## src/rtl/zctd_pkg.sv

```systemverilog
// ----------------------------------------------------------------------------
// zctd_pkg
// Shared types, codes and lookup functions for the Z-character text decoder.
// ----------------------------------------------------------------------------
package zctd_pkg;

    localparam int ZCHAR_W = 5;

    // Result kinds
    localparam logic [1:0] KIND_NONE = 2'd0;
    localparam logic [1:0] KIND_CHAR = 2'd1;
    localparam logic [1:0] KIND_ABBR = 2'd2;

    // Configuration register indexes
    localparam logic CFG_VERSION     = 1'b0;
    localparam logic CFG_ABBREV_BASE = 1'b1;

    localparam logic [3:0] VERSION_RESET = 4'd3;

    // Alphabet codes; the last is the version 1 form of A2.
    localparam logic [1:0] ALPH_A0    = 2'd0;
    localparam logic [1:0] ALPH_A1    = 2'd1;
    localparam logic [1:0] ALPH_A2    = 2'd2;
    localparam logic [1:0] ALPH_A2_V1 = 2'd3;

    // One queued word, already split into its three Z-characters.
    typedef struct packed {
        logic [ZCHAR_W-1:0] z0;
        logic [ZCHAR_W-1:0] z1;
        logic [ZCHAR_W-1:0] z2;
        logic               text_end;
        logic [15:0]        bytes_used;
    } qentry_t;

    function automatic logic [1:0] rot_up(input logic [1:0] a);
        case (a)
            ALPH_A0: rot_up = ALPH_A1;
            ALPH_A1: rot_up = ALPH_A2;
            default: rot_up = ALPH_A0;
        endcase
    endfunction

    function automatic logic [1:0] rot_down(input logic [1:0] a);
        case (a)
            ALPH_A0: rot_down = ALPH_A2;
            ALPH_A1: rot_down = ALPH_A0;
            default: rot_down = ALPH_A1;
        endcase
    endfunction

    // Punctuation row A2 as used from version 2 onwards.
    function automatic logic [7:0] a2_char(input logic [4:0] idx);
        case (idx)
            5'd0:  a2_char = 8'h20;
            5'd1:  a2_char = 8'h0A;
            5'd2:  a2_char = 8'h30;
            5'd3:  a2_char = 8'h31;
            5'd4:  a2_char = 8'h32;
            5'd5:  a2_char = 8'h33;
            5'd6:  a2_char = 8'h34;
            5'd7:  a2_char = 8'h35;
            5'd8:  a2_char = 8'h36;
            5'd9:  a2_char = 8'h37;
            5'd10: a2_char = 8'h38;
            5'd11: a2_char = 8'h39;
            5'd12: a2_char = 8'h2E;
            5'd13: a2_char = 8'h2C;
            5'd14: a2_char = 8'h21;
            5'd15: a2_char = 8'h3F;
            5'd16: a2_char = 8'h5F;
            5'd17: a2_char = 8'h23;
            5'd18: a2_char = 8'h27;
            5'd19: a2_char = 8'h22;
            5'd20: a2_char = 8'h2F;
            5'd21: a2_char = 8'h5C;
            5'd22: a2_char = 8'h2D;
            5'd23: a2_char = 8'h3A;
            5'd24: a2_char = 8'h28;
            5'd25: a2_char = 8'h29;
            default: a2_char = 8'h00;
        endcase
    endfunction

    // Character at position idx (0 to 25) of the given alphabet row.
    function automatic logic [7:0] alpha_char(input logic [1:0] row, input logic [4:0] idx);
        case (row)
            ALPH_A0: alpha_char = 8'h61 + {3'd0, idx};
            ALPH_A1: alpha_char = 8'h41 + {3'd0, idx};
            ALPH_A2: alpha_char = a2_char(idx);
            default: begin
                // Version 1 row has no newline and carries '<' before '-'.
                if (idx == 5'd0)
                    alpha_char = 8'h20;
                else if (idx <= 5'd20)
                    alpha_char = a2_char(idx + 5'd1);
                else if (idx == 5'd21)
                    alpha_char = 8'h3C;
                else
                    alpha_char = a2_char(idx);
            end
        endcase
    endfunction

endpackage

```

## src/rtl/zctd_front.sv

```systemverilog
// ----------------------------------------------------------------------------
// zctd_front
// Accepts text words, splits them into Z-characters and keeps the byte count.
// ----------------------------------------------------------------------------
module zctd_front import zctd_pkg::*; (
    input  logic        aclk,
    input  logic        aresetn,
    input  logic        s_tvalid,
    output logic        s_tready,
    input  logic [15:0] s_tdata,   // text_word
    input  logic        q_full,
    output logic        q_push,
    output qentry_t     q_data
);

    logic [15:0] byte_cnt_reg;
    logic [15:0] byte_cnt_next;
    logic [15:0] bytes_now;

    assign s_tready  = ~q_full;
    assign q_push    = s_tvalid & ~q_full;
    assign bytes_now = byte_cnt_reg + 16'd2;

    always_comb begin
        q_data.z0         = s_tdata[14:10];
        q_data.z1         = s_tdata[9:5];
        q_data.z2         = s_tdata[4:0];
        q_data.text_end   = s_tdata[15];
        q_data.bytes_used = bytes_now;
    end

    // The count restarts after the word that closes the text.
    always_comb begin
        byte_cnt_next = byte_cnt_reg;
        if (q_push)
            byte_cnt_next = s_tdata[15] ? 16'd0 : bytes_now;
    end

    always_ff @(posedge aclk) begin
        if (!aresetn)
            byte_cnt_reg <= 16'd0;
        else
            byte_cnt_reg <= byte_cnt_next;
    end

endmodule

```

## src/rtl/zctd_queue.sv

```systemverilog
// ----------------------------------------------------------------------------
// zctd_queue
// Two-entry queue between the front end and the decode sequencer.
// ----------------------------------------------------------------------------
module zctd_queue import zctd_pkg::*; (
    input  logic    aclk,
    input  logic    aresetn,
    input  logic    push,
    input  qentry_t push_data,
    input  logic    pop,
    output logic    full,
    output logic    head_valid,
    output qentry_t head_data
);

    qentry_t     mem_reg [2];
    logic        wr_ptr_reg;
    logic        rd_ptr_reg;
    logic [1:0]  count_reg;
    logic [1:0]  count_next;

    assign full       = (count_reg == 2'd2);
    assign head_valid = (count_reg != 2'd0);
    assign head_data  = mem_reg[rd_ptr_reg];

    always_comb begin
        count_next = count_reg;
        if (push && !pop)
            count_next = count_reg + 2'd1;
        else if (!push && pop)
            count_next = count_reg - 2'd1;
    end

    always_ff @(posedge aclk) begin
        if (push)
            mem_reg[wr_ptr_reg] <= push_data;
    end

    always_ff @(posedge aclk) begin
        if (!aresetn) begin
            wr_ptr_reg <= 1'b0;
            rd_ptr_reg <= 1'b0;
            count_reg  <= 2'd0;
        end else begin
            if (push)
                wr_ptr_reg <= ~wr_ptr_reg;
            if (pop)
                rd_ptr_reg <= ~rd_ptr_reg;
            count_reg <= count_next;
        end
    end

endmodule

```

## src/rtl/zctd_back.sv

```systemverilog
// ----------------------------------------------------------------------------
// zctd_back
// Decode sequencer: one Z-character a cycle against the alphabet state while
// the output is not stalled, giving a registered result beat.
// ----------------------------------------------------------------------------
module zctd_back import zctd_pkg::*; (
    input  logic        aclk,
    input  logic        aresetn,
    input  logic        cfg_we,
    input  logic        cfg_index,
    input  logic [15:0] cfg_wdata,
    input  logic        head_valid,
    input  qentry_t     head_data,
    output logic        pop,
    output logic        m_tvalid,
    input  logic        m_tready,
    output logic [39:0] m_tdata,
    output logic [2:0]  m_tuser,
    output logic        m_tlast
);

    logic [3:0]  version_reg;
    logic [15:0] base_reg;

    logic [1:0]  pos_reg;
    logic [1:0]  alph_reg,  alph_next;
    logic        lock_reg,  lock_next;
    logic [1:0]  bank_reg,  bank_next;

    logic        out_valid_reg;
    logic [1:0]  kind_reg;
    logic [7:0]  char_reg;
    logic [15:0] addr_reg;
    logic        last_reg;
    logic        end_reg;
    logic [15:0] bytes_reg;

    logic        step;
    logic        is_last;
    logic [4:0]  zc;
    logic [1:0]  row;
    logic [1:0]  kind_d;
    logic [7:0]  char_d;
    logic [15:0] addr_d;

    assign step    = head_valid & (~out_valid_reg | m_tready);
    assign is_last = (pos_reg == 2'd2);
    assign pop     = step & is_last;

    always_comb begin
        case (pos_reg)
            2'd0:    zc = head_data.z0;
            2'd1:    zc = head_data.z1;
            default: zc = head_data.z2;
        endcase
    end

    always_comb begin
        row = (alph_reg == ALPH_A2_V1) ? ALPH_A0 : alph_reg;
        if (row == ALPH_A2 && version_reg == 4'd1)
            row = ALPH_A2_V1;
    end

    always_comb begin
        kind_d    = KIND_NONE;
        char_d    = 8'd0;
        addr_d    = 16'd0;
        alph_next = alph_reg;
        lock_next = lock_reg;
        bank_next = bank_reg;
        if (bank_reg != 2'd0) begin
            // The character after a bank code selects the table entry.
            kind_d    = KIND_ABBR;
            addr_d    = base_reg + {8'd0, bank_reg - 2'd1, 6'd0} + {10'd0, zc, 1'b0};
            bank_next = 2'd0;
        end else if (zc > 5'd5) begin
            kind_d = KIND_CHAR;
            char_d = alpha_char(row, zc - 5'd6);
            if (alph_reg != ALPH_A0 && !lock_reg)
                alph_next = ALPH_A0;
        end else begin
            case (zc)
                5'd0: begin
                    kind_d = KIND_CHAR;
                    char_d = 8'h20;
                end
                5'd1: begin
                    if (version_reg == 4'd1) begin
                        kind_d = KIND_CHAR;
                        char_d = 8'h0A;
                    end else begin
                        bank_next = 2'd1;
                    end
                end
                5'd2, 5'd3: begin
                    if (version_reg >= 4'd3)
                        bank_next = zc[1:0];
                    else
                        alph_next = (zc == 5'd2) ? rot_up(alph_reg) : rot_down(alph_reg);
                end
                default: begin
                    if (version_reg < 4'd3)
                        lock_next = 1'b1;
                    alph_next = (zc == 5'd4) ? rot_up(alph_reg) : rot_down(alph_reg);
                end
            endcase
        end
        // All text state clears once the closing word has been decoded.
        if (is_last && head_data.text_end) begin
            alph_next = ALPH_A0;
            lock_next = 1'b0;
            bank_next = 2'd0;
        end
    end

    always_ff @(posedge aclk) begin
        if (!aresetn) begin
            version_reg <= VERSION_RESET;
            base_reg    <= 16'd0;
        end else if (cfg_we) begin
            case (cfg_index)
                CFG_VERSION:     version_reg <= cfg_wdata[3:0];
                CFG_ABBREV_BASE: base_reg    <= cfg_wdata;
                default:         base_reg    <= base_reg;
            endcase
        end
    end

    always_ff @(posedge aclk) begin
        if (!aresetn) begin
            pos_reg       <= 2'd0;
            alph_reg      <= ALPH_A0;
            lock_reg      <= 1'b0;
            bank_reg      <= 2'd0;
            out_valid_reg <= 1'b0;
        end else begin
            if (step) begin
                pos_reg  <= is_last ? 2'd0 : pos_reg + 2'd1;
                alph_reg <= alph_next;
                lock_reg <= lock_next;
                bank_reg <= bank_next;
            end
            if (step)
                out_valid_reg <= 1'b1;
            else if (m_tready)
                out_valid_reg <= 1'b0;
        end
    end

    always_ff @(posedge aclk) begin
        if (step) begin
            kind_reg  <= kind_d;
            char_reg  <= char_d;
            addr_reg  <= addr_d;
            last_reg  <= is_last;
            end_reg   <= is_last & head_data.text_end;
            bytes_reg <= head_data.bytes_used;
        end
    end

    assign m_tvalid = out_valid_reg;
    assign m_tdata  = {bytes_reg, addr_reg, char_reg};
    assign m_tuser  = {end_reg, kind_reg};
    assign m_tlast  = last_reg;

endmodule

```

## src/rtl/zchar_text_decoder_unit.sv

```systemverilog
// ----------------------------------------------------------------------------
// zchar_text_decoder_unit
// Z-machine text decoder: 16-bit text words in, one result beat per
// Z-character out.
// ----------------------------------------------------------------------------
// Each accepted word gives exactly three result beats, the third with tlast
// set. Words are taken one a cycle into a two-entry queue while it has room;
// the decode sequencer behind it handles one Z-character a cycle while the
// result channel is not stalled, so a new word can be queued before the last
// is through. A word's first result passes the queue and then the registered
// result beat. Alphabet, shift lock, pending abbreviation bank and byte
// count carry from word to word and clear after a word with bit 15 set.
// Configuration (index 0: story version, index 1: abbreviation table base)
// is to be written only while the unit is idle; the unit does not enforce it.
module zchar_text_decoder_unit import zctd_pkg::*; (
    input  logic        aclk,
    input  logic        aresetn,
    input  logic        cfg_we,
    input  logic        cfg_index,
    input  logic [15:0] cfg_wdata,
    input  logic        s_tvalid,
    output logic        s_tready,
    input  logic [15:0] s_tdata,   // [15:0] text_word
    output logic        m_tvalid,
    input  logic        m_tready,
    output logic [39:0] m_tdata,   // [7:0] char_code, [23:8] abbrev_entry_address,
                                   // [39:24] bytes_used
    output logic [2:0]  m_tuser,   // [1:0] result_kind, [2] text_end
    output logic        m_tlast    // last_of_word
);

    logic    q_full;
    logic    q_push;
    qentry_t q_data;
    logic    q_pop;
    logic    head_valid;
    qentry_t head_data;

    zctd_front u_front (
        .aclk     (aclk),
        .aresetn  (aresetn),
        .s_tvalid (s_tvalid),
        .s_tready (s_tready),
        .s_tdata  (s_tdata),
        .q_full   (q_full),
        .q_push   (q_push),
        .q_data   (q_data)
    );

    zctd_queue u_queue (
        .aclk       (aclk),
        .aresetn    (aresetn),
        .push       (q_push),
        .push_data  (q_data),
        .pop        (q_pop),
        .full       (q_full),
        .head_valid (head_valid),
        .head_data  (head_data)
    );

    zctd_back u_back (
        .aclk       (aclk),
        .aresetn    (aresetn),
        .cfg_we     (cfg_we),
        .cfg_index  (cfg_index),
        .cfg_wdata  (cfg_wdata),
        .head_valid (head_valid),
        .head_data  (head_data),
        .pop        (q_pop),
        .m_tvalid   (m_tvalid),
        .m_tready   (m_tready),
        .m_tdata    (m_tdata),
        .m_tuser    (m_tuser),
        .m_tlast    (m_tlast)
    );

endmodule

```

## config.mk

```make
export PLATFORM = sky130hd
export DESIGN_NAME = zchar_text_decoder_unit
export DESIGN_NICKNAME = d
export VERILOG_FILES = /design/src/rtl/zctd_pkg.sv /design/src/rtl/zctd_front.sv /design/src/rtl/zctd_queue.sv /design/src/rtl/zctd_back.sv /design/src/rtl/zchar_text_decoder_unit.sv
export SDC_FILE = /design/constraint.sdc
export NUM_CORES = 1
export LEC_CHECK = 0
export BUFFER_PORTS_ARGS = -buffer_cell sky130_fd_sc_hd__buf_2
export CORE_MARGIN = 3
export CORE_UTILIZATION = 35
export DETAILED_ROUTE_END_ITERATION = 16
export GPL_TIMING_DRIVEN = 0
export HOLD_SLACK_MARGIN = 0.08
export PLACE_DENSITY = 0.61
export SLEW_MARGIN = 20
export SYNTH_ARGS = -nofsm -noshare
export SYNTH_HDL_FRONTEND = slang
export SYNTH_SLANG_ARGS = --single-unit
```

## constraint.sdc

```tcl
create_clock -name aclk -period 3.7 [get_ports aclk]
set_input_delay 1.11 -clock aclk [delete_from_list [all_inputs] [get_ports aclk]]
set_output_delay 1.11 -clock aclk [all_outputs]
set_load 0.01 [all_outputs]
```

==> flow_summary.json <==
{
  "status": "complete, no violations",
  "critical_path.endpoint_type": "flip-flop",
  "num_vias": 5562,
  "r2r-end": "u_back.char_reg[5]",
  "leakagePower_nw": 3.38,
  "path_class": "reg2reg",
  "final.fill_count": 2035,
  "hold_viol": 0,
  "antenna_cells": 0,
  "grt_max_degree": 29,
  "h-tree-depth": 4,
  "grtUsageMet1_pct": 21.4,
  "max_slew_margin_pct": 38.5,
  "core_area_mm2": 0.0212,
  "die_h_um": 153,
  "holdWs_ns": 0.461,
  "met2_usage_pct": 24.1,
  "wl_per_cell_um": 16.3,
  "holdPathEnd": "u_back.bank_reg[1]",
  "path_max_fanout": 10,
  "first_global_vias": 5382,
  "rows": 53,
  "async_flop_share_pct": 0,
  "io_pins": 84,
  "start_kind": "flip-flop",
  "routed_wl_mm": 17.9,
  "synth_cells": 703,
  "dominantRegCellSynth": "edfxtp_1",
  "drt_iter0_markers": 330,
  "post-route-drc-count": 0,
  "overflow": 0,
  "syn_nets": 764,
  "whs_path_depth": 2,
  "dp_hpwl_mm": 12.8,
  "cts_root_buffer": "clkbuf_16",
  "syn_to_final_growth_pct": 20.8,
  "clock_path_buffers": 2,
  "setup_viol": 0,
  "dp_cells": 1063,
  "largest_register_ffs": 62,
  "slew_violations": 0,
  "io_buffer_count": 82,
  "final_common_cell": "edfxtp_1",
  "final_cells": 1096,
  "clock_sinks": 153,
  "antenna_found_initial": 0,
  "max-vdd-ir-drop_mv": 0.406,
  "ys_ff_latch": 153,
  "gp_congestion": 0.887,
  "antenna_left": 0,
  "avgSynthCellArea_um2": 10.8,
  "clk_latency_ns": 0.43,
  "skew_ns": 0.00920,
  "nets": 869,
  "path_clk_slew_ns": 0.07,
  "dr.pass1.iters": 5,
  "finalCriticalPeriod_ns": 3.50,
  "max_freq_ghz": 0.286,
  "arrival_ns": 3.67,
  "synth_cell_type_count": 71,
  "grt_busiest_layer": "met2",
  "tritoncts": "built",
  "worst-slew-pin-transition_ns": 0.916,
  "mostFrequentLayoutCells": "105 x edfxtp_1, 85 x nand2_1, 84 x buf_2",
  "grtUsageTotal_pct": 15.4,
  "grt_pass1_wl_mm": 28.8,
  "crit_required_ns": 3.87,
  "rsz0062_at_grt": "no",
  "hp-start": "u_back.bank_reg[1]",
  "use_met3_pct": 3.40,
  "start_util_pct": 35.9,
  "ys_seq_area_share_pct": 54.2,
  "fp.dieW_um": 153,
  "synth_edf_count": 105,
  "worstRegToRegCells": 14,
  "ff2ff_setup_slack_ns": 0.20,
  "powerDensity_mw_per_mm2": 768,
  "ctsHoldBuffers": 0,
  "hold_path.class": "reg2reg",
  "min_period_over_period_pct": 94.6,
  "syn_area_mm2": 0.00759,
  "ys_warn_count": 0,
  "drive_gt1_share_pct": 22.2,
  "drv_cap": 0,
  "cts_buffers": 17,
  "dieArea_mm2": 0.0235,
  "vias_per_cell": 5.07
}
-- synth_stat cells (all sizes together), types with 3 or more instances --
cell / instances / share of area (%)
a211oi: 5 / 0.49
mux2: 16 / 2.4
nor2: 50 / 2.5
a21boi: 22 / 2.3
ha: 22 / 3.6
o211ai: 3 / 0.30
nor2b: 27 / 2.2
xor2: 15 / 1.7
clkbuf: 30 / 1.5
dfxtp: 48 / 13
nand3: 23 / 1.5
clkinv: 3 / 0.15
edfxtp: 105 / 42
nor3: 14 / 0.92
nor3b: 4 / 0.40
o31ai: 6 / 0.59
or3: 4 / 0.33
xnor2: 20 / 2.4
and3: 5 / 0.41
buf: 12 / 1.1
or2: 3 / 0.25
mux2i: 26 / 3.4
o21ai: 23 / 1.5
nor4: 3 / 0.25
a21oi: 34 / 2.4
a31oi: 9 / 0.74
o22ai: 3 / 0.25
inv: 21 / 1.0
a21o: 4 / 0.40
o21bai: 3 / 0.30
nand2: 86 / 4.3
a2111oi: 3 / 0.43
and2: 6 / 0.49
a22oi: 11 / 1.1
-- metrics by stage --
stage | power (mW) | setup TNS (ns) | utilization [%] | instance area [µm²] | setup slack [ns]
CTS | 6.97 | 0 | 43.0 | 9100 | 0.00116
detailed placement | 5.11 | -6.24 | 39.9 | 8450 | -0.778
global placement | 5.09 | -58.88 | 39.5 | 8350 | -0.817
floorplan | 4.28 | 0 | - | 7590 | 0.0731
finish | 7.05 | 0 | 43.4 | 9180 | 0.200
global route | 7.49 | 0 | 43.4 | 9180 | 0.000737
-- worst max-delay path by stage --
stage	startpoint	endpoint	slack (ns)	depth (start not counted)
floorplan	m_tready	u_queue.count_reg[1]	0.07	8
global placement	s_tvalid	u_queue.mem_reg[0][29]	-0.82	4
detailed placement	u_back.pos_reg[1]	u_back.char_reg[5]	-0.78	17
CTS	flip-flop	u_back.addr_reg[15]	0.001	18
global route	u_back.pos_reg[0]	u_back.char_reg[5]	0.0007	13
finish	flip-flop	u_back.char_reg[5]	0.20	14
-- repair_timing --
action | 4_1_cts | 5_1_grt
cloned | 0 | 0
pin swaps | 0 | 3
setup endpoints to repair | 15 | 11
buffers inserted | 1 | 3
hold endpoints to repair | 0 | 0
resized for setup | 10 | 22
-- final cells by class --
type,instances,area (µm²),share of cell area (%)
clock inverters,15,203,2.21
well taps,275,344,3.75
clock buffers,17,425,4.64
repair buffers,89,515,5.62
plain buffers,39,215,2.34
inverters,24,96.3,1.05
flip-flops and latches,153,4110,44.8
multi-input cells,484,3260,35.6
-- where the power goes --
group / total, mW / internal (mW) / switching [mW]
Clock: 1.81 / 1.03 / 0.780
Sequential: 2.22 / 2.15 / 0.0719
Combinational: 3.02 / 1.12 / 1.90
Total: 7.05 / 4.30 / 2.75
-- cells by family (layout without fill, tap and decap cells) --
logic type,after synthesis,count (layout),share of synthesized area [%]
other cells,1,1,0.0494
compound gates,146,146,13.2
flops,153,153,54.2
mux,42,42,5.80
simple gates,236,236,14.7
buf+inv,66,184,3.81
xor+xnor,36,36,4.43
fa+ha+maj,23,23,3.89
-- worst max-delay path, stage by stage (launching register included) --
cell and delay (ns):
dfxtp_1 0.31, buf_6 0.13, buf_12 0.14, mux2i_1 0.11
a22oi_1 0.22, a21boi_4 0.27, ha_2 0.28, ha_2 0.37
nor2_1 0.23, xnor3_2 0.36, clkbuf_4 0.23, mux2i_1 0.16
nand3_1 0.12, a21oi_1 0.20, o31ai_1 0.10
-- layer usage --
metal	part of all wire [%]	vias to the layer above
li1	-	2739
met1	48	2654
met2	46	154
met3	5.5	15
met4	1.4	0
met5	0	-
No activity file was read; power rests on OpenSTA's default activity.
